## src/rtl/pec_pkg.sv

```systemverilog
package pec_pkg;

    localparam int POS_W    = 16;
    localparam int HEAD_W   = 15;
    localparam int MARGIN_W = 13;
    localparam int COST_W   = 17;
    localparam int DIFF_W   = 17;
    localparam int ANG_W    = 19;
    localparam int VEC_W    = 19;
    localparam int SQ_W     = 34;
    localparam int NUM_W    = 36;
    localparam int ROOT_W   = 25;
    localparam int RAD_W    = 2 * ROOT_W;
    localparam int DIV_Q_W  = 18;
    localparam int DVD_W    = NUM_W + 8;
    localparam int AD_W     = 18;
    localparam int PEN_W    = 21;
    localparam int PENU_W   = 18;
    localparam int PART_W   = 22;
    localparam int SUM_W    = 23;

    localparam int CORDIC_STEPS = 16;
    localparam int DIV_STEPS    = DIV_Q_W;

    localparam logic signed [ANG_W-1:0] HEAD_PI_Q12  = 19'sd12868;
    localparam logic signed [ANG_W-1:0] HEAD_2PI_Q12 = 19'sd25736;
    localparam logic signed [ANG_W-1:0] HALF_PI_Q16  = 19'sd102944;
    localparam logic signed [ANG_W-1:0] PI_Q16       = 19'sd205888;
    localparam logic signed [VEC_W-1:0] CORDIC_START = 19'sd39797;
    localparam logic [MARGIN_W-1:0]     MARGIN_RESET = 13'd4;
    localparam logic [PEN_W-1:0]        ONE_Q16      = 21'd65536;
    localparam logic [SUM_W-1:0]        ROUND_HALF   = 23'd8;
    localparam logic [SUM_W-5:0]        COST_MAX     = 19'd81919;

    localparam logic [16:0] ATAN_Q16 [CORDIC_STEPS] = '{
        17'd51472, 17'd30385, 17'd16055, 17'd8150, 17'd4091, 17'd2047, 17'd1024, 17'd512,
        17'd256, 17'd128, 17'd64, 17'd32, 17'd16, 17'd8, 17'd4, 17'd2
    };

    typedef struct packed {
        logic signed [VEC_W-1:0] x;
        logic signed [VEC_W-1:0] y;
        logic signed [ANG_W-1:0] z;
    } cordic_lane_t;

    typedef struct packed {
        logic signed [DIFF_W-1:0] dx;
        logic signed [DIFF_W-1:0] dy;
        logic                     flip_a;
        logic                     flip_b;
    } geo_t;

    typedef struct packed {
        logic [RAD_W-1:0]  rad;
        logic [ROOT_W+1:0] rem;
        logic [ROOT_W-1:0] root;
    } sqrt_lane_t;

    typedef struct packed {
        logic [ROOT_W:0]    rem;
        logic [DIV_Q_W-1:0] low;
        logic [DIV_Q_W-1:0] quo;
        logic [ROOT_W-1:0]  den;
    } div_lane_t;

    typedef struct packed {
        logic            neg;
        logic [AD_W-1:0] ad;
    } div_side_t;

endpackage

```

## src/rtl/pec_cordic_cell.sv

```systemverilog
module pec_cordic_cell
    import pec_pkg::*;
#(
    parameter int STEP   = 0,
    parameter int SIDE_W = 1
)(
    input  logic              clk,
    input  logic              rst_n,
    input  logic              en,
    input  logic              valid_in,
    input  cordic_lane_t      lane_a_in,
    input  cordic_lane_t      lane_b_in,
    input  logic [SIDE_W-1:0] side_in,
    output logic              valid_out,
    output cordic_lane_t      lane_a_out,
    output cordic_lane_t      lane_b_out,
    output logic [SIDE_W-1:0] side_out
);

    logic              valid_reg;
    cordic_lane_t      lane_a_reg;
    cordic_lane_t      lane_b_reg;
    logic [SIDE_W-1:0] side_reg;
    cordic_lane_t      lane_a_next;
    cordic_lane_t      lane_b_next;

    function automatic cordic_lane_t rotate(input cordic_lane_t l);
        cordic_lane_t            r;
        logic signed [ANG_W-1:0] a;
        a = signed'({2'b00, ATAN_Q16[STEP]});
        if (l.z >= 0)
        begin
            r.x = l.x - (l.y >>> STEP);
            r.y = l.y + (l.x >>> STEP);
            r.z = l.z - a;
        end
        else
        begin
            r.x = l.x + (l.y >>> STEP);
            r.y = l.y - (l.x >>> STEP);
            r.z = l.z + a;
        end
        return r;
    endfunction

    always_comb
    begin
        lane_a_next = rotate(lane_a_in);
        lane_b_next = rotate(lane_b_in);
    end

    always_ff @(posedge clk or negedge rst_n)
    begin
        if (!rst_n)
        begin
            valid_reg <= 1'b0;
        end
        else if (en)
        begin
            valid_reg <= valid_in;
        end
    end

    always_ff @(posedge clk)
    begin
        if (en)
        begin
            lane_a_reg <= lane_a_next;
            lane_b_reg <= lane_b_next;
            side_reg   <= side_in;
        end
    end

    assign valid_out  = valid_reg;
    assign lane_a_out = lane_a_reg;
    assign lane_b_out = lane_b_reg;
    assign side_out   = side_reg;

endmodule

```

## config.mk

```make
export PLATFORM = sky130hd
export DESIGN_NAME = pec_cordic_cell
export DESIGN_NICKNAME = d
export VERILOG_FILES = /design/src/rtl/pec_pkg.sv /design/src/rtl/pec_cordic_cell.sv
export SDC_FILE = /design/constraint.sdc
export NUM_CORES = 1
export LEC_CHECK = 0
export CAP_MARGIN = 0
export CORE_MARGIN = 4
export CORE_UTILIZATION = 45
export DETAILED_ROUTE_END_ITERATION = 10
export DONT_BUFFER_PORTS = 1
export PLACE_DENSITY = 0.69
export SYNTH_ARGS = -nofsm -noshare
export SYNTH_HDL_FRONTEND = slang
export SYNTH_SLANG_ARGS = --single-unit
```

## constraint.sdc

```tcl
create_clock -name clk -period 0.8 [get_ports clk]
set_input_delay 0 -clock clk [delete_from_list [all_inputs] [get_ports clk]]
set_output_delay 0 -clock clk [all_outputs]
set_load 0.01 [all_outputs]
```

==> metrics.md <==
| Metric | Value |
|---|---|
| H-tree level count | 4 |
| Final period utilization | 2.229 |
| Failing checks | hold timing, setup timing |
| Grt met2 use | 0.4551 |
| Final period demand of the worst path | 1.783 ns |
| Endpoints failing setup | 205 |
| Max-Cap Viols | 0 |
| HPWL after DPL | 25,360 um |
| Sequential Power Share | 0.339 |
| Flop and latch count out of synthesis | 114 |
| CP Class | in -> reg |
| Critical R2R Capture | valid_out$_DFFE_PN0P_ |
| Inserted Clock Buffers | 17 |
| VDD IR max | 1.100 mV |
| Crit. End Element | flop |
| Hold Crit Start | en |
| Cell Pwr Density | 1588 nW/um^2 |
| Highest-count cells in the layout ignoring fill and taps | 330 x buf_4, 113 x edfxtp_1, 102 x ha_1, 99 x inv_1 |
| Avg Vias per Cell | 5.555 |
| Clk sink count | 114 |
| Core Util, Final | 0.7053 |
| CTS tree | yes |
| Maximum fanout along the worst path | 4 |
| WHS Path Cells | 0 |
| Cell count after synthesis | 1,158 |
| Chip Width | 162.1 um |
| Slew Limit Headroom | 0.4829 |
| R2R Setup Slk | 0.04 ns |
| Post-synth EDFFs | 113 |
| Kind of start point of the critical path | input port |
| Hold slack | -0.3013 ns |
| Top Usage Layer GRT | met2 |
| Hold WC Path Type | in -> reg |
| Switching share of total power | 0.3342 |
| Sequential cell area fraction in the yosys report | 0.3199 |
| Root Buffer | clkbuf_16 |
| Buf/Inv on CP | 2 |
| Clock group share of total power | 0.278 |
| Largest net degree at the start of global routing | 115 |
| DRT iter0 DRCs | 699 |
| Placement row count | 56 |
| R2r startpoint | valid_out$_DFFE_PN0P_ |
| Final slew viol count | 0 |
| RSZ-0062 raised after global routing | yes |
| Total power | 0.02621 W |
| Hold Buf Count CTS | 18 |
| Vias post-DR | 10,230 |
| Top Family by Delay on Critical Path | compound AO/OA/AOI/OAI gates |
| Number of global-route vias before repair | 10,470 |
| Post-synth top flop | edfxtp_1 |
| Drc violations | 0 |
| Diodes inserted | 0 |
| I/O Buffers | 0 |
| Global-route wire length before repair | 53,530 um |
| YS warnings | 0 |
| Mapped Nets | 1,431 |
| Clk slew on worst S/H paths | 0.06 ns |
| Hold Crit Endpoint | lane_b_out[3]$_DFFE_PP_ |
| Die H | 162.1 um |
| Drt first pass iters | 5 |
| WL final | 35,290 um |
| Final hold viol count | 164 |
| Die area | 26,280 um^2 |
| Placed cell area | 14,100 um^2 |
| Setup TNS | -63.33 ns |
| Sw power | 0.008759 W |
| Max Freq | 560.9 MHz |
| Setup Skew | 0 ns |
| GR Util met1 | 0.2954 |
| Met3 usage | 0.05405 |
| WP data arrival | 1.95 ns |
| Wire length per cell | 19.17 um |
| Clk_lat worst skew | 0.41 ns |
| Crit-path slowest cell | fa_2 |
| Critical Path RT | 0.97 ns |
| Initial core utilization | 0.4566 |
| I/O pin count | 235 |
| Routability Congestion | 0.9271 |
| Leakage Power | 7.023 nW |
| Initial antenna violation count | 0 |
| Cell Int Power | 0.01745 W |
| Post-route worst setup slack | -0.9830 ns |
| Avg Inst Size Synth | 9.228 um^2 |
| Final nets | 1,782 |
| Most common cell after layout, fill and taps aside | buf_4 |
| Pin slew with the least headroom to its limit | 0.7690 ns |
| Worst reg2reg path depth | 1 |
| Worst path cell trace | ha_4 -> inv_2 -> fa_2 -> or2_4 -> a221oi_4 -> o21bai_2 -> a21oi_2 -> buf_6 -> a211oi_4 -> o22ai_2 -> xnor2_1 |
| Layout cell share with drive strength beyond 1 | 0.4639 |
| Ys async rst share | 0.008772 |
| Tot GR Track Use | 0.2518 |
| Post-route antenna net violation count | 0 |
| Final instance area | 16,500 um^2 |
| Logic pwr share | 0.383 |
| Post-synth cell types | 75 |
| Cell Area, Synth | 10,690 um^2 |
| Layout area overhead | 54.44% |
| Grt total ovfl | 0 |
| Clock Path Buffers | 2 |
| Core area | 23,400 um^2 |
| Status | complete, but fails checks |
| CP max stage delay | 0.38 ns |
==> synthesized netlist by cell type (all sizes together), types with 5 or more instances <==
master / n / area [um^2]
o211ai: 15 / 112.6
ha: 146 / 1827
nand2b: 15 / 93.84
nand4: 7 / 43.79
mux2i: 10 / 100.1
inv: 121 / 454.2
o221ai: 5 / 43.79
o311ai: 5 / 43.79
o21ai: 83 / 415.4
edfxtp: 113 / 3393
clkbuf: 26 / 97.59
nor3: 18 / 90.09
or3: 5 / 31.28
nor4: 10 / 75.07
nor2: 76 / 285.3
xnor2: 74 / 648.1
o21a: 14 / 105.1
nand2: 51 / 191.4
a21oi: 91 / 455.4
o31ai: 17 / 132.6
nand3b: 7 / 52.55
or2: 9 / 56.30
buf: 24 / 118.9
fa: 8 / 160.2
a31oi: 11 / 68.82
a311oi: 6 / 70.07
nand3: 17 / 85.08
o21bai: 13 / 97.59
xor2: 18 / 157.7
nor2b: 19 / 118.9
a21o: 35 / 262.8
a221oi: 6 / 65.06
and3: 6 / 37.54
a211oi: 18 / 135.1
==> repair_timing <==
action / CTS / global route
resized for setup: 159 / 122
hold endpoints to repair: 192 / 171
buffers inserted: 39 / 35
pin swaps: 126 / 101
setup endpoints to repair: 202 / 204
==> final cells by class <==
cell class	instances	area, um^2
Sequential cell	114	3418
Clock buffer	17	425.4
Inverter	122	539.3
Tap cell	319	399.1
Clock inverter	15	136.4
Fill cell	1690	6898
Timing Repair Buffer	382	3058
Multi-Input combinational cell	872	8528
==> flip-flops by register name, summed over array words and instances, names as in the netlist <==
register and cells:
lane_b_out 56, side_out 1, valid_out 1, lane_a_out 56
==> worst max path at each step <==
stage,startpoint,slack [ns],endpoint,depth (start not counted)
6_report,lane_b_in[19],-0.98,lane_b_out[56]$_DFFE_PP_,11
5_1_grt,lane_b_in[20],-1.0,lane_b_out[34]$_DFFE_PP_,10
3_5_place_dp,lane_a_in[20],-1.49,lane_a_out[37]$_DFFE_PP_,9
2_1_floorplan,lane_b_in[18],-1.49,lane_b_out[16]$_DFFE_PP_,10
3_3_place_gp,lane_b_in[20],-1.47,lane_b_out[35]$_DFFE_PP_,9
4_1_cts,lane_a_in[19],-0.98,lane_a_out[33]$_DFFE_PP_,10
==> stage by stage <==
step | std cells | setup WS (ns)
after detailed placement | 1754 | -1.491
final | 1841 | -0.9830
after floorplan | 1158 | -1.488
after global routing | 1841 | -0.9978
after CTS | 1822 | -0.9753
after global placement | 1754 | -1.470
==> cell families after synthesis <==
family	Yosys count	synth area share
AO/OA/AOI/OAI	359	0.2239
XOR/XNOR	92	0.07540
adder cells (fa/ha/maj)	154	0.1859
buffers and inverters	172	0.06311
flip-flops	114	0.3199
multiplexers	11	0.01042
AND/OR/NAND/NOR	256	0.1214
==> metal layers <==
metal	wire [um]	part of all wire	vias up
met4	1074	0.030	0
met3	1823	0.052	65
met2	18460	0.52	341
li1	-	-	4879
met1	13940	0.39	4942
met5	0	0	-
==> power groups by stage <==
stage / Combinational (W) / Clock (W) / Sequential, W
5_1_grt: 0.0108 / 0.00775 / 0.00897
2_1_floorplan: 0.00511 / 0 / 0.00873
3_5_place_dp: 0.00801 / 0 / 0.00903
3_3_place_gp: 0.00785 / 0 / 0.00903
6_report: 0.0100 / 0.00728 / 0.00889
4_1_cts: 0.00900 / 0.00741 / 0.00892
Note: power is estimated with default switching activity, not from simulation.
