File: src/rtl/pec_pkg.sv
package pec_pkg;

    localparam int POS_W    = 16;
    localparam int HEAD_W   = 15;
    localparam int MARGIN_W = 13;
    localparam int COST_W   = 17;
    localparam int DIFF_W   = 17;
    localparam int ANG_W    = 19;
    localparam int VEC_W    = 19;
    localparam int SQ_W     = 34;
    localparam int NUM_W    = 36;
    localparam int ROOT_W   = 25;
    localparam int RAD_W    = 2 * ROOT_W;
    localparam int DIV_Q_W  = 18;
    localparam int DVD_W    = NUM_W + 8;
    localparam int AD_W     = 18;
    localparam int PEN_W    = 21;
    localparam int PENU_W   = 18;
    localparam int PART_W   = 22;
    localparam int SUM_W    = 23;

    localparam int CORDIC_STEPS = 16;
    localparam int DIV_STEPS    = DIV_Q_W;

    localparam logic signed [ANG_W-1:0] HEAD_PI_Q12  = 19'sd12868;
    localparam logic signed [ANG_W-1:0] HEAD_2PI_Q12 = 19'sd25736;
    localparam logic signed [ANG_W-1:0] HALF_PI_Q16  = 19'sd102944;
    localparam logic signed [ANG_W-1:0] PI_Q16       = 19'sd205888;
    localparam logic signed [VEC_W-1:0] CORDIC_START = 19'sd39797;
    localparam logic [MARGIN_W-1:0]     MARGIN_RESET = 13'd4;
    localparam logic [PEN_W-1:0]        ONE_Q16      = 21'd65536;
    localparam logic [SUM_W-1:0]        ROUND_HALF   = 23'd8;
    localparam logic [SUM_W-5:0]        COST_MAX     = 19'd81919;

    localparam logic [16:0] ATAN_Q16 [CORDIC_STEPS] = '{
        17'd51472, 17'd30385, 17'd16055, 17'd8150, 17'd4091, 17'd2047, 17'd1024, 17'd512,
        17'd256, 17'd128, 17'd64, 17'd32, 17'd16, 17'd8, 17'd4, 17'd2
    };

    typedef struct packed {
        logic signed [VEC_W-1:0] x;
        logic signed [VEC_W-1:0] y;
        logic signed [ANG_W-1:0] z;
    } cordic_lane_t;

    typedef struct packed {
        logic signed [DIFF_W-1:0] dx;
        logic signed [DIFF_W-1:0] dy;
        logic                     flip_a;
        logic                     flip_b;
    } geo_t;

    typedef struct packed {
        logic [RAD_W-1:0]  rad;
        logic [ROOT_W+1:0] rem;
        logic [ROOT_W-1:0] root;
    } sqrt_lane_t;

    typedef struct packed {
        logic [ROOT_W:0]    rem;
        logic [DIV_Q_W-1:0] low;
        logic [DIV_Q_W-1:0] quo;
        logic [ROOT_W-1:0]  den;
    } div_lane_t;

    typedef struct packed {
        logic            neg;
        logic [AD_W-1:0] ad;
    } div_side_t;

endpackage

File: src/rtl/pec_div_cell.sv
module pec_div_cell
    import pec_pkg::*;
#(
    parameter int SIDE_W = 1
)(
    input  logic              clk,
    input  logic              rst_n,
    input  logic              en,
    input  logic              valid_in,
    input  div_lane_t         lane_in,
    input  logic [SIDE_W-1:0] side_in,
    output logic              valid_out,
    output div_lane_t         lane_out,
    output logic [SIDE_W-1:0] side_out
);

    logic              valid_reg;
    div_lane_t         lane_reg;
    logic [SIDE_W-1:0] side_reg;
    div_lane_t         lane_next;
    logic [ROOT_W:0]   rem2;

    always_comb
    begin
        rem2          = {lane_in.rem[ROOT_W-1:0], lane_in.low[DIV_Q_W-1]};
        lane_next.den = lane_in.den;
        lane_next.low = {lane_in.low[DIV_Q_W-2:0], 1'b0};
        if (rem2 >= {1'b0, lane_in.den})
        begin
            lane_next.rem = rem2 - {1'b0, lane_in.den};
            lane_next.quo = {lane_in.quo[DIV_Q_W-2:0], 1'b1};
        end
        else
        begin
            lane_next.rem = rem2;
            lane_next.quo = {lane_in.quo[DIV_Q_W-2:0], 1'b0};
        end
    end

    always_ff @(posedge clk or negedge rst_n)
    begin
        if (!rst_n)
        begin
            valid_reg <= 1'b0;
        end
        else if (en)
        begin
            valid_reg <= valid_in;
        end
    end

    always_ff @(posedge clk)
    begin
        if (en)
        begin
            lane_reg <= lane_next;
            side_reg <= side_in;
        end
    end

    assign valid_out = valid_reg;
    assign lane_out  = lane_reg;
    assign side_out  = side_reg;

endmodule

File: config.mk
export PLATFORM = sky130hd
export DESIGN_NAME = pec_div_cell
export DESIGN_NICKNAME = d
export VERILOG_FILES = /design/src/rtl/pec_pkg.sv /design/src/rtl/pec_div_cell.sv
export SDC_FILE = /design/constraint.sdc
export NUM_CORES = 1
export LEC_CHECK = 0
export BUFFER_PORTS_ARGS = -buffer_cell sky130_fd_sc_hd__buf_2
export CAP_MARGIN = 10
export CORE_ASPECT_RATIO = 0.6
export CORE_MARGIN = 4
export CORE_UTILIZATION = 35
export DETAILED_ROUTE_END_ITERATION = 6
export SKIP_LAST_GASP = 1
export SYNTH_ARGS = -nofsm -noshare
export SYNTH_HDL_FRONTEND = slang
export SYNTH_SLANG_ARGS = --single-unit
File: constraint.sdc
create_clock -name clk -period 1.7 [get_ports clk]
set_input_delay 0 -clock clk [delete_from_list [all_inputs] [get_ports clk]]
set_output_delay 0 -clock clk [all_outputs]
set_load 0.1 [all_outputs]
==> results_dict.tcl, run 1 <==
set metrics [dict create \
    synth_area_leaders "edfxtp_1 (59%), ha_1 (7.1%), nand2_1 (3.0%)" \
    wl_per_cell_um 15.0 \
    root_buffer "clkbuf_16" \
    start_kind "input port" \
    h-tree-depth 3 \
    routed_wl_um 13200 \
    yosys_warnings 0 \
    clk_pin_slew_worst_paths_ns 0.07 \
    finClkSkew_ns 0 \
    required_ns 1.80 \
    finalNonFillerCells 876 \
    grt_first_pass_wirelength_um 21100 \
    drtIter0Drc 209 \
    setup_violations 27 \
    placed_cells 777 \
    ir_worst_vdd_v 0.000569 \
    routed_via_density 4.61 \
    power.density_nw_per_um2 1050 \
    maxSlewViolCount 0 \
    n_fill_cell 1005 \
    die-area_um2 14500 \
    worstReg2RegEnd "valid_out" \
    holdCritPathClass "input port to register" \
    core_um2 12200 \
    crit_path_end "lane_out[62]" \
    grt_pass1_vias 4096 \
    cts_tree "yes" \
    initial_core_util_pct 36.2 \
    reg2reg_depth 1 \
    grt_overflow 0 \
    area_growth_pct 68.7 \
    avgSynthCellArea_um2 12.6 \
    detail-route-antenna-nets 0 \
    rrSetupSlack_ns 0.96 \
    pin_count 181 \
    cp_data_arrival_time_ns 2.07 \
    antenna_found_initial 0 \
    synth_top_area_share_pct 59.2 \
    synth-edff-count 87 \
    critPathKind "input port to register" \
    die_h_um 95.0 \
    synth_top_area_cell "edfxtp_1" \
    place_area_um2 6250 \
    hold_viol_final 0 \
    syn_area_um2 4410 \
    ys_seq_area_share_pct 59.8 \
    fin_area_um2 7440 \
    ys_ff_latch 88 \
    startpoint "lane_in[60]" \
    hpwl_um 9690 \
    cp_max_fo 6 \
    num_rows 31 \
    status "finished with violations" \
    timing.rr.start "valid_out" \
    synth_cell_type_count 55 \
    dieWidth_um 153 \
    maxCapViolCount 0 \
    period_share_pct 116 \
    synth_common_cells "edfxtp_1 (87), nand2_1 (35), inv_1 (33), ha_1 (25)" \
    post-route-drc-count 0 \
    violations "setup timing" \
    grt_use_total_pct 18.5 \
    nNetsFinal 824 \
    setup_slack_ns -0.271 \
    fin_crit_ns 1.97 \
    place_ws_ns -0.780 \
    cts_buffers 9 \
    cts_buffer_depth 2 \
    synth.most_common_cell "edfxtp_1" \
    drive_gt1_share_pct 45.4 \
    fmax_mhz 507 \
    grt_max_degree 43 \
    place_congestion 0.818 \
    rsz0062_at_grt "true" \
    n_antenna_cell 0 \
    synth_flop_cell "edfxtp_1" \
    tns_ns -5.64 \
    syn_inst 351 \
    end_kind "register" \
    vias 4037 \
    power_leakage_uw 0.00334 \
    power_uw 7790 \
    first_pass_iters 4 \
    syn-num-nets 469 \
    clock_sinks 88 \
    clk_latency_ns 0.34 \
    port_buffers 177 \
    async_flop_share_pct 1.14 \
]
==> repair_timing <==
action                     4_1_cts  5_1_grt
resized for setup               12        6
hold endpoints to repair        79        0
setup endpoints to repair       27       27
pin swaps                       12        5
setup buffers                    1        2
hold buffers                    80        0
==> where the power goes <==
group / leakage [uW] / total (uW) / internal [uW] / switching [uW]
Sequential: 0.000863 / 2710 / 2660 / 57.3
Clock: 0.000127 / 1860 / 1000 / 862
Combinational: 0.00235 / 3220 / 887 / 2330
==> registers in the layout, indices dropped and copies added, names as in the netlist <==
name / count
side_out: 1
valid_out: 1
lane_out: 86
==> layout by cell type (no fill, tap or decap), types with 4 or more instances in the layout <==
| cell | count |
|---|---|
| a21o_1 | 11 |
| a21oi_1 | 16 |
| a21oi_2 | 4 |
| a31oi_1 | 4 |
| buf_12 | 4 |
| buf_2 | 175 |
| buf_4 | 95 |
| clkbuf_16 | 9 |
| dlygate4sd3_1 | 80 |
| edfxtp_1 | 87 |
| ha_1 | 20 |
| ha_4 | 5 |
| inv_1 | 30 |
| nand2_1 | 34 |
| nand3_1 | 5 |
| nand4_1 | 7 |
| nor2_1 | 9 |
| nor3_1 | 5 |
| o21a_1 | 4 |
| o21ai_0 | 17 |
| o21ai_1 | 10 |
| xnor2_1 | 12 |
| xor2_1 | 9 |
==> cell type report <==
cell class / count / area [um2] / share of cell area (%)
Sequential cell: 88 / 2640 / 35.4
Timing Repair Buffer: 355 / 2480 / 33.3
Multi-Input combinational cell: 219 / 1710 / 22.9
Clock buffer: 9 / 225 / 3.03
Tap cell: 165 / 206 / 2.77
Inverter: 33 / 136 / 1.83
Clock inverter: 7 / 52.6 / 0.706
==> how the worst min path moves through the flow <==
stage | startpoint | end | slack [ns] | depth (start not counted)
after floorplan | rst_n | valid_out | -0.30 | 0
after global placement | rst_n | valid_out | -0.22 | 1
after detailed placement | rst_n | valid_out | -0.22 | 1
after CTS | en | lane_out[6] | 0.02 | 1
after global routing | en | lane_out[52] | 0.02 | 1
final | en | lane_out[6] | 0.02 | 1
==> routing by layer <==
| layer | GRT usage [%] | vias to the layer above | wire (um) |
|---|---|---|---|
| li1 | - | 2017 | - |
| met1 | 25.8 | 1865 | 6440 |
| met2 | 28.3 | 145 | 5650 |
| met3 | 6.14 | 10 | 978 |
| met4 | 4.00 | 0 | 107 |
| met5 | 0 | - | 0 |
==> metrics by stage <==
stage               hold slack, ns  utilization, %
global route                0.0189            61.1
CTS                         0.0191            60.7
detailed placement          -0.223            51.3
global placement            -0.224            51.3
floorplan                   -0.296               -
finish                      0.0242            61.1
==> logic make-up after synthesis <==
family | count (synthesis) | synth area share [%]
AOI/OAI and AO/OA | 93 | 15.3
xor gates and xnor gates | 21 | 4.17
and+or+nand+nor | 76 | 8.36
DFF | 88 | 59.8
adders and majority gates | 26 | 7.54
other | 1 | 0.0850
muxes | 2 | 0.510
buffers and inverters | 44 | 4.22
==> critical path, stage by stage <==
cell	delay, ns
buf_12	0.11
inv_12	0.04
ha_4	0.11
inv_2	0.03
fa_2	0.33
a21o_1	0.19
a221oi_2	0.33
nand3_1	0.13
nand3_2	0.10
o41ai_4	0.08
a21oi_4	0.16
buf_6	0.15
mux2_4	0.30
Power figures use the tool's default switching activity.
==> run 2, diff against run 1 <==
CORE_UTILIZATION = 52   (was 35)
PLACE_DENSITY = 0.85   (was default)
==> run 2 against run 1 <==
Against the previous run:
- the run still ends with setup timing left
- critical path depth shrank 2
- core utilization increased by 32 points
- highest routed layer is now met5
- combinational power up 8.1%
- critical endpoint is now lane_out[85]
==> results_dict.tcl, run 2 (synthesis results as in run 1) <==
set metrics [dict create \
    min-delay-start "lane_in[70]" \
    maxCapViolCount 0 \
    clock_sinks 88 \
    initial_core_util_pct 54.7 \
    cp_max_fo 5 \
    routed_wl_um 20200 \
    ir_worst_vdd_v 0.000989 \
    start_kind "input port" \
    place_ws_ns -0.840 \
    cts_tree "yes" \
    critPathKind "input port to register" \
    first_pass_iters 5 \
    pin_count 181 \
    clk_pin_slew_worst_paths_ns 0.07 \
    end_kind "register" \
    use_met3_pct 10.8 \
    area_growth_pct 69.7 \
    violations "setup timing" \
    layout_commonest_cell "buf_2" \
    port_buffers 177 \
    root_buffer "clkbuf_16" \
    fin_util_pct 92.8 \
    grt_max_degree 30 \
    status "finished with violations" \
    grt_pass1_vias 4950 \
    detail-route-antenna-nets 0 \
    timing.rr.start "valid_out" \
    place_area_um2 6230 \
    fin_crit_ns 2.84 \
    grt.busiest_layer "met2" \
    cts_buffer_depth 2 \
    place_congestion 0.873 \
    globalRouteMet1Util_pct 39.1 \
    startpoint "lane_in[22]" \
    grt_first_pass_wirelength_um 26700 \
    fin_area_um2 7490 \
    drtIter0Drc 714 \
    grt_overflow 0 \
    power.density_nw_per_um2 1120 \
    antenna_found_initial 1 \
    setup_slack_ns -1.14 \
    slew_headroom_pct 52.4 \
    post-route-drc-count 0 \
    holdCritPathClass "input port to register" \
    h-tree-depth 3 \
    hold_viol_final 0 \
    fmax_mhz 353 \
    drive_gt1_share_pct 46.0 \
    dieWidth_um 127 \
    required_ns 1.75 \
    reg2reg_depth 1 \
    wl_per_cell_um 24.6 \
    final_cell_mix "buf_2 (174), buf_4 (100), edfxtp_1 (87)" \
    power_leakage_uw 0.00341 \
    die_h_um 79.4 \
    routed_via_density 6.16 \
    hold-path-cell-count 3 \
    largest_reg_flops 86 \
    cts_buffers 9 \
    period_share_pct 167 \
    use_met2_pct 60.0 \
    rsz0062_at_grt "true" \
    finClkSkew_ns 0 \
    cp_data_arrival_time_ns 2.89 \
    worstMarginPinSlew_ns 0.714 \
    n_fill_cell 274 \
    die-area_um2 10100 \
    whs_ns 0.00147 \
    num_rows 25 \
    n_antenna_cell 0 \
    core_um2 8070 \
    vias 5066 \
    grt_use_total_pct 35.3 \
    clk_latency_ns 0.35 \
    maxSlewViolCount 0 \
    nNetsFinal 828 \
    setup_violations 27 \
    hpwl_um 10200 \
]
## run 2: cell types whose count changed in the layout (fill, tap and decap cells not counted), moves of 3 or more
cell and delta:
o21ai_0 -3, buf_4 +5, inv_6 -3, dlygate4sd3_1 -3, clkinvlp_4 -3
## run 2: worst paths after layout
kind / slack (ns) / to
worst max-delay path: -1.14 / lane_out[85]
worst min-delay path: 0.001 / lane_out[71]
worst max register to register: 0.93 / valid_out
worst min register to register: 0.54 / valid_out
max in group asynchronous: 1.12 / valid_out
min in group asynchronous: 0.48 / valid_out
## run 2: metrics by stage
step | power, uW | cells | TNS [ns]
2_1_floorplan | 4980 | 351 | -11.71
3_3_place_gp | 5740 | 723 | -18.11
3_5_place_dp | 5810 | 723 | -20.39
4_1_cts | 8040 | 817 | -6.95
5_1_grt | 8560 | 823 | -21.69
6_report | 8380 | 823 | -17.46
## run 2: final cells by class
class	instances	area (um2)	area share, %
clock inverter	5	81.3	1.09
multi-input combinational	219	1730	23.1
clock buffer	11	233	3.11
tap	108	135	1.80
timing repair buffer	359	2530	33.9
sequential	88	2640	35.2
inverter	33	136	1.82
## run 2: timing repair
| action | 4_1_cts | 5_1_grt |
|---|---|---|
| hold endpoints to repair | 75 | 1 |
| pin swaps | 9 | 16 |
| hold buffers | 76 | 1 |
| setup buffers | 2 | 6 |
| endpoints found under the setup margin | 27 | 27 |
| gates resized for setup | 11 | 16 |
## run 2: power by group
part           internal [uW]  total [uW]  switching, uW
clock                   1290        2150            862
combinational            924        3480           2560
sequential              2660        2740           82.4
## run 2: worst max-delay path: stages
cell and delay [ns]:
buf_2 0.10, inv_1 0.05, ha_1 0.32, nand2_1 0.17, nor3_1 0.53, nand4_1 0.32, o221ai_2 0.39, a21oi_4 0.08
buf_6 0.17, buf_6 0.11, a221oi_1 0.64
## run 2: layer usage
layer / vias to the layer above / routed length [um] / share of wire (%)
li1: 2023 / - / -
met1: 2290 / 6550 / 32
met2: 544 / 9030 / 45
met3: 207 / 2700 / 13
met4: 2 / 1930 / 9.5
met5: - / 13 / 0.064
