--- src/rtl/pec_pkg.sv ---
package pec_pkg;

    localparam int POS_W    = 16;
    localparam int HEAD_W   = 15;
    localparam int MARGIN_W = 13;
    localparam int COST_W   = 17;
    localparam int DIFF_W   = 17;
    localparam int ANG_W    = 19;
    localparam int VEC_W    = 19;
    localparam int SQ_W     = 34;
    localparam int NUM_W    = 36;
    localparam int ROOT_W   = 25;
    localparam int RAD_W    = 2 * ROOT_W;
    localparam int DIV_Q_W  = 18;
    localparam int DVD_W    = NUM_W + 8;
    localparam int AD_W     = 18;
    localparam int PEN_W    = 21;
    localparam int PENU_W   = 18;
    localparam int PART_W   = 22;
    localparam int SUM_W    = 23;

    localparam int CORDIC_STEPS = 16;
    localparam int DIV_STEPS    = DIV_Q_W;

    localparam logic signed [ANG_W-1:0] HEAD_PI_Q12  = 19'sd12868;
    localparam logic signed [ANG_W-1:0] HEAD_2PI_Q12 = 19'sd25736;
    localparam logic signed [ANG_W-1:0] HALF_PI_Q16  = 19'sd102944;
    localparam logic signed [ANG_W-1:0] PI_Q16       = 19'sd205888;
    localparam logic signed [VEC_W-1:0] CORDIC_START = 19'sd39797;
    localparam logic [MARGIN_W-1:0]     MARGIN_RESET = 13'd4;
    localparam logic [PEN_W-1:0]        ONE_Q16      = 21'd65536;
    localparam logic [SUM_W-1:0]        ROUND_HALF   = 23'd8;
    localparam logic [SUM_W-5:0]        COST_MAX     = 19'd81919;

    localparam logic [16:0] ATAN_Q16 [CORDIC_STEPS] = '{
        17'd51472, 17'd30385, 17'd16055, 17'd8150, 17'd4091, 17'd2047, 17'd1024, 17'd512,
        17'd256, 17'd128, 17'd64, 17'd32, 17'd16, 17'd8, 17'd4, 17'd2
    };

    typedef struct packed {
        logic signed [VEC_W-1:0] x;
        logic signed [VEC_W-1:0] y;
        logic signed [ANG_W-1:0] z;
    } cordic_lane_t;

    typedef struct packed {
        logic signed [DIFF_W-1:0] dx;
        logic signed [DIFF_W-1:0] dy;
        logic                     flip_a;
        logic                     flip_b;
    } geo_t;

    typedef struct packed {
        logic [RAD_W-1:0]  rad;
        logic [ROOT_W+1:0] rem;
        logic [ROOT_W-1:0] root;
    } sqrt_lane_t;

    typedef struct packed {
        logic [ROOT_W:0]    rem;
        logic [DIV_Q_W-1:0] low;
        logic [DIV_Q_W-1:0] quo;
        logic [ROOT_W-1:0]  den;
    } div_lane_t;

    typedef struct packed {
        logic            neg;
        logic [AD_W-1:0] ad;
    } div_side_t;

endpackage

--- src/rtl/pec_sqrt_cell.sv ---
module pec_sqrt_cell
    import pec_pkg::*;
#(
    parameter int SIDE_W = 1
)(
    input  logic              clk,
    input  logic              rst_n,
    input  logic              en,
    input  logic              valid_in,
    input  sqrt_lane_t        lane_a_in,
    input  sqrt_lane_t        lane_b_in,
    input  logic [SIDE_W-1:0] side_in,
    output logic              valid_out,
    output sqrt_lane_t        lane_a_out,
    output sqrt_lane_t        lane_b_out,
    output logic [SIDE_W-1:0] side_out
);

    logic              valid_reg;
    sqrt_lane_t        lane_a_reg;
    sqrt_lane_t        lane_b_reg;
    logic [SIDE_W-1:0] side_reg;
    sqrt_lane_t        lane_a_next;
    sqrt_lane_t        lane_b_next;

    function automatic sqrt_lane_t digit(input sqrt_lane_t l);
        sqrt_lane_t        r;
        logic [ROOT_W+1:0] rem2;
        logic [ROOT_W+1:0] trial;
        rem2  = {l.rem[ROOT_W-1:0], l.rad[RAD_W-1 -: 2]};
        trial = {l.root, 2'b01};
        r.rad = {l.rad[RAD_W-3:0], 2'b00};
        if (rem2 >= trial)
        begin
            r.rem  = rem2 - trial;
            r.root = {l.root[ROOT_W-2:0], 1'b1};
        end
        else
        begin
            r.rem  = rem2;
            r.root = {l.root[ROOT_W-2:0], 1'b0};
        end
        return r;
    endfunction

    always_comb
    begin
        lane_a_next = digit(lane_a_in);
        lane_b_next = digit(lane_b_in);
    end

    always_ff @(posedge clk or negedge rst_n)
    begin
        if (!rst_n)
        begin
            valid_reg <= 1'b0;
        end
        else if (en)
        begin
            valid_reg <= valid_in;
        end
    end

    always_ff @(posedge clk)
    begin
        if (en)
        begin
            lane_a_reg <= lane_a_next;
            lane_b_reg <= lane_b_next;
            side_reg   <= side_in;
        end
    end

    assign valid_out  = valid_reg;
    assign lane_a_out = lane_a_reg;
    assign lane_b_out = lane_b_reg;
    assign side_out   = side_reg;

endmodule

--- config.mk ---
export PLATFORM = sky130hd
export DESIGN_NAME = pec_sqrt_cell
export DESIGN_NICKNAME = d
export VERILOG_FILES = /design/src/rtl/pec_pkg.sv /design/src/rtl/pec_sqrt_cell.sv
export SDC_FILE = /design/constraint.sdc
export NUM_CORES = 1
export LEC_CHECK = 0
export ABC_AREA = 1
export BUFFER_PORTS_ARGS = -buffer_cell sky130_fd_sc_hd__buf_2
export CAP_MARGIN = 10
export CORE_MARGIN = 5
export CORE_UTILIZATION = 30
export CTS_CLUSTER_DIAMETER = 40
export DETAILED_ROUTE_END_ITERATION = 10
export SETUP_SLACK_MARGIN = 0.3
export SLEW_MARGIN = 20
export SYNTH_ARGS = -nofsm -noshare
export SYNTH_HDL_FRONTEND = slang
export SYNTH_SLANG_ARGS = --single-unit
--- constraint.sdc ---
create_clock -name clk -period 0.99 [get_ports clk]
set_input_delay 0.1485 -clock clk [delete_from_list [all_inputs] [get_ports clk]]
set_output_delay 0.1485 -clock clk [all_outputs]
set_load 0.05 [all_outputs]
==> metrics.yaml, run 1 <==
status: "complete, but fails checks"
violations: "setup timing"
overflow: 0
drt_iter0_drc: 555
power_leakage_uw: 0.0111
seq_area_frac_synth_pct: 54.0
ys.flop_type: "edfxtp_1"
multiInputGateArea_um2: 5880
synth_top_area_cell: "edfxtp_1"
dp_hpwl_um: 31200
hold_viol: 0
cts_buffer_depth: 3
die_h_um: 203
timing.final.max_slew_violations: 0
htreeDepth: 2
setup_slack_ns: -0.450
drive_gt1_share_pct: 50.6
antenna_found_initial: 1
gp_congestion: 0.909
synthArstFlopShare_pct: 0.495
grt_setup_unrepaired: "true"
syn_area_per_cell_um2: 8.79
layout.nets: 2441
io_buffers: 406
num_vias: 12075
route.detailed.drc: 0
core_area_um2: 36800
wl_um: 47500
dr.pass1.iters: 5
route.antenna.remaining_nets: 0
path_clk_slew_ns: 0.05
dp_slack_ns: -1.01
n_fill_cell: 2761
yosysTopAreaCellShare_pct: 53.7
clkSinkCount: 202
yosysWarnings: 0
seq_area_um2: 6060
ys_ff_latch: 202
start_util_pct: 30.5
p_total_uw: 36500
dieArea_um2: 41400
finClkSkew_ns: 0
syn_area_um2: 11200
netlist_top_cells_area: "edfxtp_1 54%, nand2_1 14%, inv_1 9.2%"
grt_pass1_vias: 13025
period_needed_ns: 1.44
clockRootBuffer: "clkbuf_16"
power_density_nw_per_um2: 1590
gr-usage-all-layers_pct: 21.4
top_level_ports: 415
min_path_type: "in -> reg"
synth_edf_count: 201
cts_tree: "built"
start_kind: "input pin"
syn_inst: 1278
setup_viol: 258
drv_cap: 0
grt_pass1_wl_um: 69700
criticalPathCategory: "in -> reg"
yosysUniqueCellTypes: 31
worstPathArrival_ns: 1.73
clk_latency_ns: 0.53
required_ns: 1.28
layout_common_cells: "296 x nand2_1, 272 x buf_6, 242 x buf_4"
mostFrequentLayoutCell: "nand2_1"
grt_max_degree: 28
via_per_inst: 4.52
avgRoutedWirePerCell_um: 17.8
area_growth_pct: 105
die_w_um: 203
clock.fmax_mhz: 695
period_share_pct: 145
ir_worst_vdd_mv: 1.11
cts_made_buffers: 36
rows: 70
path_max_fanout: 7
crit_path_end_kind: "flop"
## per-stage QoR
step	instances	TNS [ns]	util (%)	area, um2	hold WS [ns]
after detailed placement	2325	-52.30	43.5	16000	-0.0758
after floorplan	1281	-35.79	-	12000	-0.147
after global routing	2672	-83.50	62.5	23000	0.0280
after CTS	2644	-73.59	60.3	22200	0.00576
final	2673	-74.26	62.5	23000	0.0305
after global placement	2325	-51.21	43.5	16000	-0.0754
## flip-flops by register name (all words and copies together) (netlist names)
signal and flops:
valid_out 1, lane_b_out 100, side_out 1, lane_a_out 100
## synth_stat cells, drive strengths merged (3+ instances only)
library cell  number
a21oi             28
buf               14
clkbuf             4
edfxtp           201
ha                54
inv              277
nand2            440
nand3             68
nand3b            10
nand4             42
nor2              74
o21ai             26
o21bai             3
xor2              26
## critical path: stages
cell and delay [ns]:
buf_8 0.10, ha_4 0.26, nand2_4 0.09, inv_2 0.04, nand2_2 0.06, nand2_2 0.06
nand2_2 0.08, nand2_2 0.08, a21oi_4 0.20, nand3_4 0.23, buf_12 0.24, nand3_4 0.09
nand2_2 0.05
## per-layer routing
layer	part of all wire, %	vias to the layer above	GRT usage (%)
met5	0	-	0
met4	3.6	0	8.41
met3	5.0	94	3.83
met2	55	383	40.9
met1	37	5714	23.4
li1	-	5884	-
## final cells by class
type	count	area share (%)
clock buffer	40	4.07
inverter	277	4.70
clock inverter	23	1.25
antenna	2	0.0218
multi-input combinational	784	25.6
tap	468	2.55
sequential	202	26.4
timing repair buffer	877	35.5
## where the power goes
part	total (uW)	leakage (uW)	switching, uW	internal [uW]
combinational	12800	0.00849	7270	5530
sequential	10900	0.00198	437	10400
clock	12800	0.000596	4750	8060
## path summary, 6_finish.rpt
check                              start        endpoint  slack (ns)  cells after the start
max in group asynchronous          rst_n       valid_out        0.39                      3
min in group asynchronous          rst_n       valid_out        0.48                      3
max                        lane_a_in[37]  lane_a_out[45]       -0.45                     13
min                                   en  lane_a_out[24]        0.03                      2
max reg2reg                    valid_out       valid_out        0.08                      2
min reg2reg                    valid_out       valid_out        0.63                      2
## logic make-up (layout without fill, tap and decap cells)
group / Yosys count / count (layout) / synth area share, %
buf+inv: 295 / 1217 / 10.3
fa+ha+maj: 54 / 54 / 6.02
simple gates: 640 / 640 / 24.6
mux: 1 / 1 / 0.100
other cells: 1 / 6 / 0.0334
xor+xnor: 28 / 28 / 2.18
compound gates: 57 / 57 / 2.81
flops: 202 / 202 / 54.0
## repair_timing
item	4_1_cts	5_1_grt
hold buffers	186	0
setup endpoints to repair	259	259
cloned	7	3
endpoints found under the hold margin	185	0
resized for setup	748	166
setup buffers	63	24
pin swaps	153	88
Power figures use the tool's default switching activity.
==> inputs of run 2 (changes only) <==
--- a/config.mk
+++ b/config.mk
@@ -5,7 +5,8 @@
 export SDC_FILE = /design/constraint.sdc
 export NUM_CORES = 1
 export LEC_CHECK = 0
-export ABC_AREA = 1
+export ABC_AREA = 0
+export ABC_CLOCK_PERIOD_IN_PS = 990
 export BUFFER_PORTS_ARGS = -buffer_cell sky130_fd_sc_hd__buf_2
 export CAP_MARGIN = 10
 export CORE_MARGIN = 5
==> run 2 against run 1 <==
The run ends with hold timing, setup timing left. Clock power decreased by 6%. Die area decreased by 11%. First-iteration DRC count shrank 32%. Critical path depth shrank 1. Synthesized cell count decreased by 40%. Flip-flop and latch count stayed put. Final area shrank 13%. Non-clock buffer count down 49. Wire length is 17% lower. Area after synthesis down 11%. Maximum frequency is 29% lower. Clock skew is the same. Largest cell class unchanged.
==> metrics.yaml, run 2 <==
drt_iter0_drc: 377
synth_top_area_cell: "edfxtp_1"
muxShareOfSynthArea_pct: 4.20
path_max_fanout: 8
setup_slack_ns: -1.03
clkSinkCount: 202
hold_viol: 19
status: "complete, but fails checks"
crit_path_end_kind: "flop"
rows: 66
setup_viol: 258
clock.fmax_mhz: 495
grt_max_degree: 25
syn_inst: 767
timing.final.max_slew_violations: 0
path_clk_slew_ns: 0.06
p_total_uw: 34300
period_share_pct: 204
synthSimpleGateAreaFrac_pct: 7.95
wl_um: 39300
seq_area_frac_synth_pct: 60.9
syn_area_um2: 9940
antenna_found_initial: 11
yosysUniqueCellTypes: 66
via_per_inst: 4.59
cts_tree: "built"
gr-usage-all-layers_pct: 19.9
dr.pass1.iters: 5
synth_fa_ha_area_share_pct: 6.79
worstPathArrival_ns: 2.27
drv_cap: 0
grt_pass1_vias: 10300
criticalPathCategory: "in -> reg"
synth_most_common_cell: "edfxtp_1"
synth_edf_count: 201
clk_latency_ns: 0.52
io_buffers: 406
synth_xor_area_share_pct: 3.79
maxSlewHeadroom_pct: 66.7
synth_top_family_by_area: "compound AO/OA/AOI/OAI gates"
top_level_ports: 415
start_kind: "input pin"
drive_gt1_share_pct: 56.0
required_ns: 1.24
tightest_slew_ns: 0.494
die_w_um: 192
power_leakage_uw: 0.00873
die_h_um: 192
layout.nets: 1870
gp_congestion: 0.851
num_vias: 9557
grt_setup_unrepaired: "true"
area_growth_pct: 100
ys.flop_type: "edfxtp_1"
avgRoutedWirePerCell_um: 18.9
overflow: 0
ir_worst_vdd_mv: 1.42
netlist_top_cells_area: "edfxtp_1 61%, ha_1 6.8%, a21oi_1 3.5%"
finClkSkew_ns: 0
dieArea_um2: 36900
setup_tns_ns: -98.63
period_needed_ns: 2.02
synthTopCellsByCount: "201 x edfxtp_1, 69 x a21oi_1, 64 x inv_1, 54 x ha_1, 52 x nor2_1"
ys_ff_latch: 202
layout_common_cells: "237 x buf_4, 229 x buf_6, 201 x edfxtp_1"
htreeDepth: 2
power_density_nw_per_um2: 1720
worst_hold_slack_ns: -0.0724
yosysTopAreaCellShare_pct: 60.7
violations: "hold timing, setup timing"
route.antenna.remaining_nets: 0
syn_area_per_cell_um2: 13.0
cts_buffer_depth: 3
grt_pass1_wl_um: 57100
start_util_pct: 30.5
mostFrequentLayoutCell: "buf_4"
clockRootBuffer: "clkbuf_16"
synthArstFlopShare_pct: 0.495
min_path_type: "in -> reg"
synth_compound_area_share_pct: 12.1
yosysWarnings: 0
route.detailed.drc: 0
core_area_um2: 32600
cts_made_buffers: 36
dp_hpwl_um: 26400
==> run 2: changes by cell type in the layout (fill, tap and decap cells not counted), moves of 28 or more <==
cell	delta
inv_1	-171
buf_2	+35
inv_2	-35
nand2_4	-56
nand2_1	-268
buf_6	-43
dlygate4sd3_1	-30
mux2_4	+28
nand4_1	-29
nand2_2	-82
==> run 2: worst max-delay path, stage by stage <==
cell and delay [ns]:
buf_8 0.10, ha_4 0.15, or3_4 0.40, o221ai_4 0.17, a21bo_1 0.17, nand2_2 0.08
a21oi_4 0.15, a221oi_4 0.10, a21oi_4 0.20, buf_12 0.14, buf_12 0.14, mux2_4 0.31
==> run 2: what timing repair did <==
| item | CTS | global route |
|---|---|---|
| endpoints found under the setup margin | 259 | 259 |
| pin swaps | 44 | 37 |
| hold buffers | 155 | 1 |
| gates resized for setup | 549 | 58 |
| gates cloned | 4 | 0 |
| hold endpoints to repair | 183 | 26 |
| setup buffers | 31 | 9 |
==> run 2: final cells by class <==
type	count	area (um2)
Fill cell	2437	12700
Sequential cell	202	6060
Antenna cell	7	17.5
Tap cell	442	553
Timing Repair Buffer	828	7380
Clock buffer	41	920
Inverter	64	283
Multi-Input combinational cell	475	4440
Clock inverter	23	248
==> run 2: through the flow <==
step                instances  worst slack [ns]  cell area, um2  util [%]  hold WS, ns
global placement         1811             -1.58           14600      44.7      -0.0754
floorplan                 770             -1.44           10500         -       -0.147
CTS                      2065            -0.994           19600      60.0       -0.112
global route             2082             -1.11           19900      61.0      -0.0963
finish                   2082             -1.03           19900      61.0      -0.0724
detailed placement       1811             -1.72           14600      44.7      -0.0754
==> run 2: kinds of logic (layout without fill, tap and decap cells) <==
family | after synthesis | after routing
flip-flops | 202 | 202
XOR/XNOR | 43 | 43
adder cells (fa/ha/maj) | 54 | 54
multiplexers | 32 | 32
buffers and inverters | 93 | 956
AND/OR/NAND/NOR | 161 | 161
AO/OA/AOI/OAI | 181 | 181
other | 1 | 11
==> run 2: path summary, 6_finish.rpt <==
| check | start | endpoint | slack (ns) | depth (start not counted) |
|---|---|---|---|---|
| hold reg to reg | valid_out | valid_out | 0.55 | 1 |
| max in group asynchronous | rst_n | valid_out | 0.40 | 3 |
| setup reg to reg | valid_out | valid_out | 0.20 | 1 |
| hold / removal | lane_a_in[35] | lane_a_out[37] | -0.07 | 2 |
| min in group asynchronous | rst_n | valid_out | 0.47 | 3 |
| setup / recovery | lane_b_in[26] | lane_b_out[28] | -1.03 | 12 |
==> run 2: metal layers <==
metal / track usage, % / part of all wire [%] / up-vias
met3: 4.80 / 7.1 / 92
li1: - / - / 4557
met5: 0 / 0.12 / -
met4: 9.46 / 4.0 / 8
met2: 35.4 / 51 / 364
met1: 22.5 / 38 / 4536
==> run 2: power by group <==
group	leakage [uW]	switching, uW	total (uW)	internal [uW]
registers	0.00198	452	10900	10400
logic	0.00618	6190	11400	5220
clock network	0.000571	4570	12000	7400
total	0.00873	11200	34300	23100
==> inputs of run 3 (changes only) <==
--- a/config.mk
+++ b/config.mk
@@ -9,10 +9,13 @@
 export ABC_CLOCK_PERIOD_IN_PS = 990
 export BUFFER_PORTS_ARGS = -buffer_cell sky130_fd_sc_hd__buf_2
 export CAP_MARGIN = 10
+export CELL_PAD_IN_SITES_DETAIL_PLACEMENT = 0
+export CELL_PAD_IN_SITES_GLOBAL_PLACEMENT = 2
 export CORE_MARGIN = 5
 export CORE_UTILIZATION = 30
 export CTS_CLUSTER_DIAMETER = 40
 export DETAILED_ROUTE_END_ITERATION = 10
+export PLACE_DENSITY_LB_ADDON = 0.1
 export SETUP_SLACK_MARGIN = 0.3
 export SLEW_MARGIN = 20
 export SYNTH_ARGS = -nofsm -noshare
==> run 3 against run 2 <==
Sequential power hardly changed. Final area is 0.50% higher. Wire length down 5.9%. Register-to-register slack better by 0.02 ns. Via count shrank 2.7%. Sequential share of layout area shrank 0.15 points. First-iteration DRC count decreased by 24%. Power grew 3.7%. The run still ends with hold timing, setup timing left. Flip-flop and latch count stayed put. Worst hold slack worse by 0.012 ns. Critical path depth fell by 1. Die area did not move. Highest routed layer unchanged.
==> metrics.yaml, run 3 (synthesized netlist as in run 2, its figures left out) <==
power_leakage_uw: 0.00884
worst_hold_slack_ns: -0.0840
dp_hpwl_um: 27100
p_int_uw: 24300
power_density_nw_per_um2: 1780
clk_latency_ns: 0.55
via_per_inst: 4.46
gr-usage-all-layers_pct: 19.4
status: "complete, but fails checks"
layout_common_cells: "234 x buf_6, 224 x buf_4, 201 x edfxtp_1"
power_frac_comb_pct: 31.5
setup_tns_ns: -97.45
grt_max_degree: 21
area_growth_pct: 101
criticalPathCategory: "in -> reg"
cts_made_buffers: 38
final-instance-count-excl-fill: 2085
die_h_um: 192
wl_um: 37000
period_share_pct: 202
route.detailed.drc: 0
ir_worst_vdd_mv: 1.46
dp_cells: 1819
cts_tree: "built"
worstPathArrival_ns: 2.28
switching_share_pct: 31.5
dp_slack_ns: -1.66
cts_buffer_depth: 3
hold_buffers: 158
period_needed_ns: 2.00
min_path_type: "in -> reg"
clockRootBuffer: "clkbuf_16"
io_buffers: 406
grt_setup_unrepaired: "true"
dieArea_um2: 36900
crit_path_end_kind: "flop"
switchingPower_uw: 11200
overflow: 0
p_total_uw: 35500
finClkSkew_ns: 0
violations: "hold timing, setup timing"
gp_congestion: 0.797
drive_gt1_share_pct: 55.4
n_fill_cell: 2604
setup_viol: 258
layout.nets: 1874
clkSinkCount: 202
hold_viol: 17
p_clk_share_pct: 38.0
dr.pass1.iters: 4
rows: 66
core_area_um2: 32600
clock.fmax_mhz: 500
antenna_found_initial: 8
mostFrequentLayoutCell: "buf_6"
route.antenna.remaining_nets: 0
die_w_um: 192
drt_iter0_drc: 286
path_max_fanout: 3
drv_cap: 0
grt_pass1_wl_um: 55000
start_kind: "input pin"
avgRoutedWirePerCell_um: 17.7
path_clk_slew_ns: 0.05
utilization_pct: 61.3
setup_slack_ns: -1.01
required_ns: 1.27
num_vias: 9296
top_level_ports: 415
seqPwrFrac_pct: 30.5
grt_pass1_vias: 9992
htreeDepth: 2
start_util_pct: 30.5
timing.final.max_slew_violations: 0
## run 3: changes by cell type in the layout (fill, tap and decap cells not counted), sizes merged
| cell | before | now |
|---|---|---|
| dlygate4sd3 | 156 | 158 |
| clkbuf | 42 | 43 |
| clkinvlp | 2 | 5 |
| buf | 671 | 669 |
| o21bai | 4 | 5 |
| bufinv | 2 | 5 |
| diode | 7 | 2 |
| inv | 76 | 73 |
| clkinv | 7 | 10 |
## run 3: metal layers
metal | vias up | GRT usage (%) | wire, um
li1 | 4565 | - | -
met2 | 268 | 34.8 | 19200
met4 | 14 | 8.01 | 1230
met3 | 82 | 5.49 | 2500
met1 | 4367 | 21.5 | 14000
met5 | - | 0 | 106
## run 3: what timing repair did
| action | CTS | global route |
|---|---|---|
| pin swaps | 33 | 25 |
| buffers inserted | 22 | 9 |
| resized for setup | 511 | 66 |
| cloned | 4 | 1 |
| setup endpoints to repair | 259 | 259 |
| hold endpoints to repair | 186 | 20 |
## run 3: final timing paths
path | from | endpoint | slack, ns | cells after the start
max | lane_b_in[25] | lane_b_out[49] | -1.01 | 11
min | lane_b_in[26] | lane_b_out[28] | -0.08 | 2
max reg2reg | valid_out | valid_out | 0.22 | 1
min reg2reg | valid_out | valid_out | 0.53 | 1
max in group asynchronous | rst_n | valid_out | 0.43 | 3
min in group asynchronous | rst_n | valid_out | 0.45 | 3
## run 3: cell type report
class | instances | area, um2 | share of cell area (%)
multi-input combinational | 476 | 4350 | 21.7
sequential | 202 | 6060 | 30.3
inverter | 64 | 280 | 1.40
clock inverter | 29 | 339 | 1.70
clock buffer | 41 | 993 | 4.97
timing repair buffer | 829 | 7420 | 37.1
tap | 442 | 553 | 2.76
antenna | 2 | 5.00 | 0.0250
## run 3: stage by stage
| stage | area, um2 | hold WS (ns) |
|---|---|---|
| floorplan | 10500 | -0.147 |
| global placement | 14700 | -0.0766 |
| detailed placement | 14700 | -0.0734 |
| CTS | 19600 | -0.116 |
| global route | 20000 | -0.106 |
| finish | 20000 | -0.0840 |
## run 3: power groups by stage
stage | clock (uW) | combinational, uW | sequential, uW
2_1_floorplan | 0 | 2730 | 13700
3_3_place_gp | 0 | 8780 | 10800
3_5_place_dp | 0 | 8810 | 10800
4_1_cts | 13900 | 10900 | 10800
5_1_grt | 14300 | 11800 | 10900
6_report | 13500 | 11200 | 10800
## run 3: critical path, stage by stage
cell      delay, ns
buf_6          0.10
ha_4           0.24
nor2b_4        0.13
o31a_1         0.27
o31a_1         0.31
o21ai_4        0.21
buf_6          0.15
o221ai_4       0.12
a221oi_2       0.25
xnor2_1        0.09
mux2_4         0.26
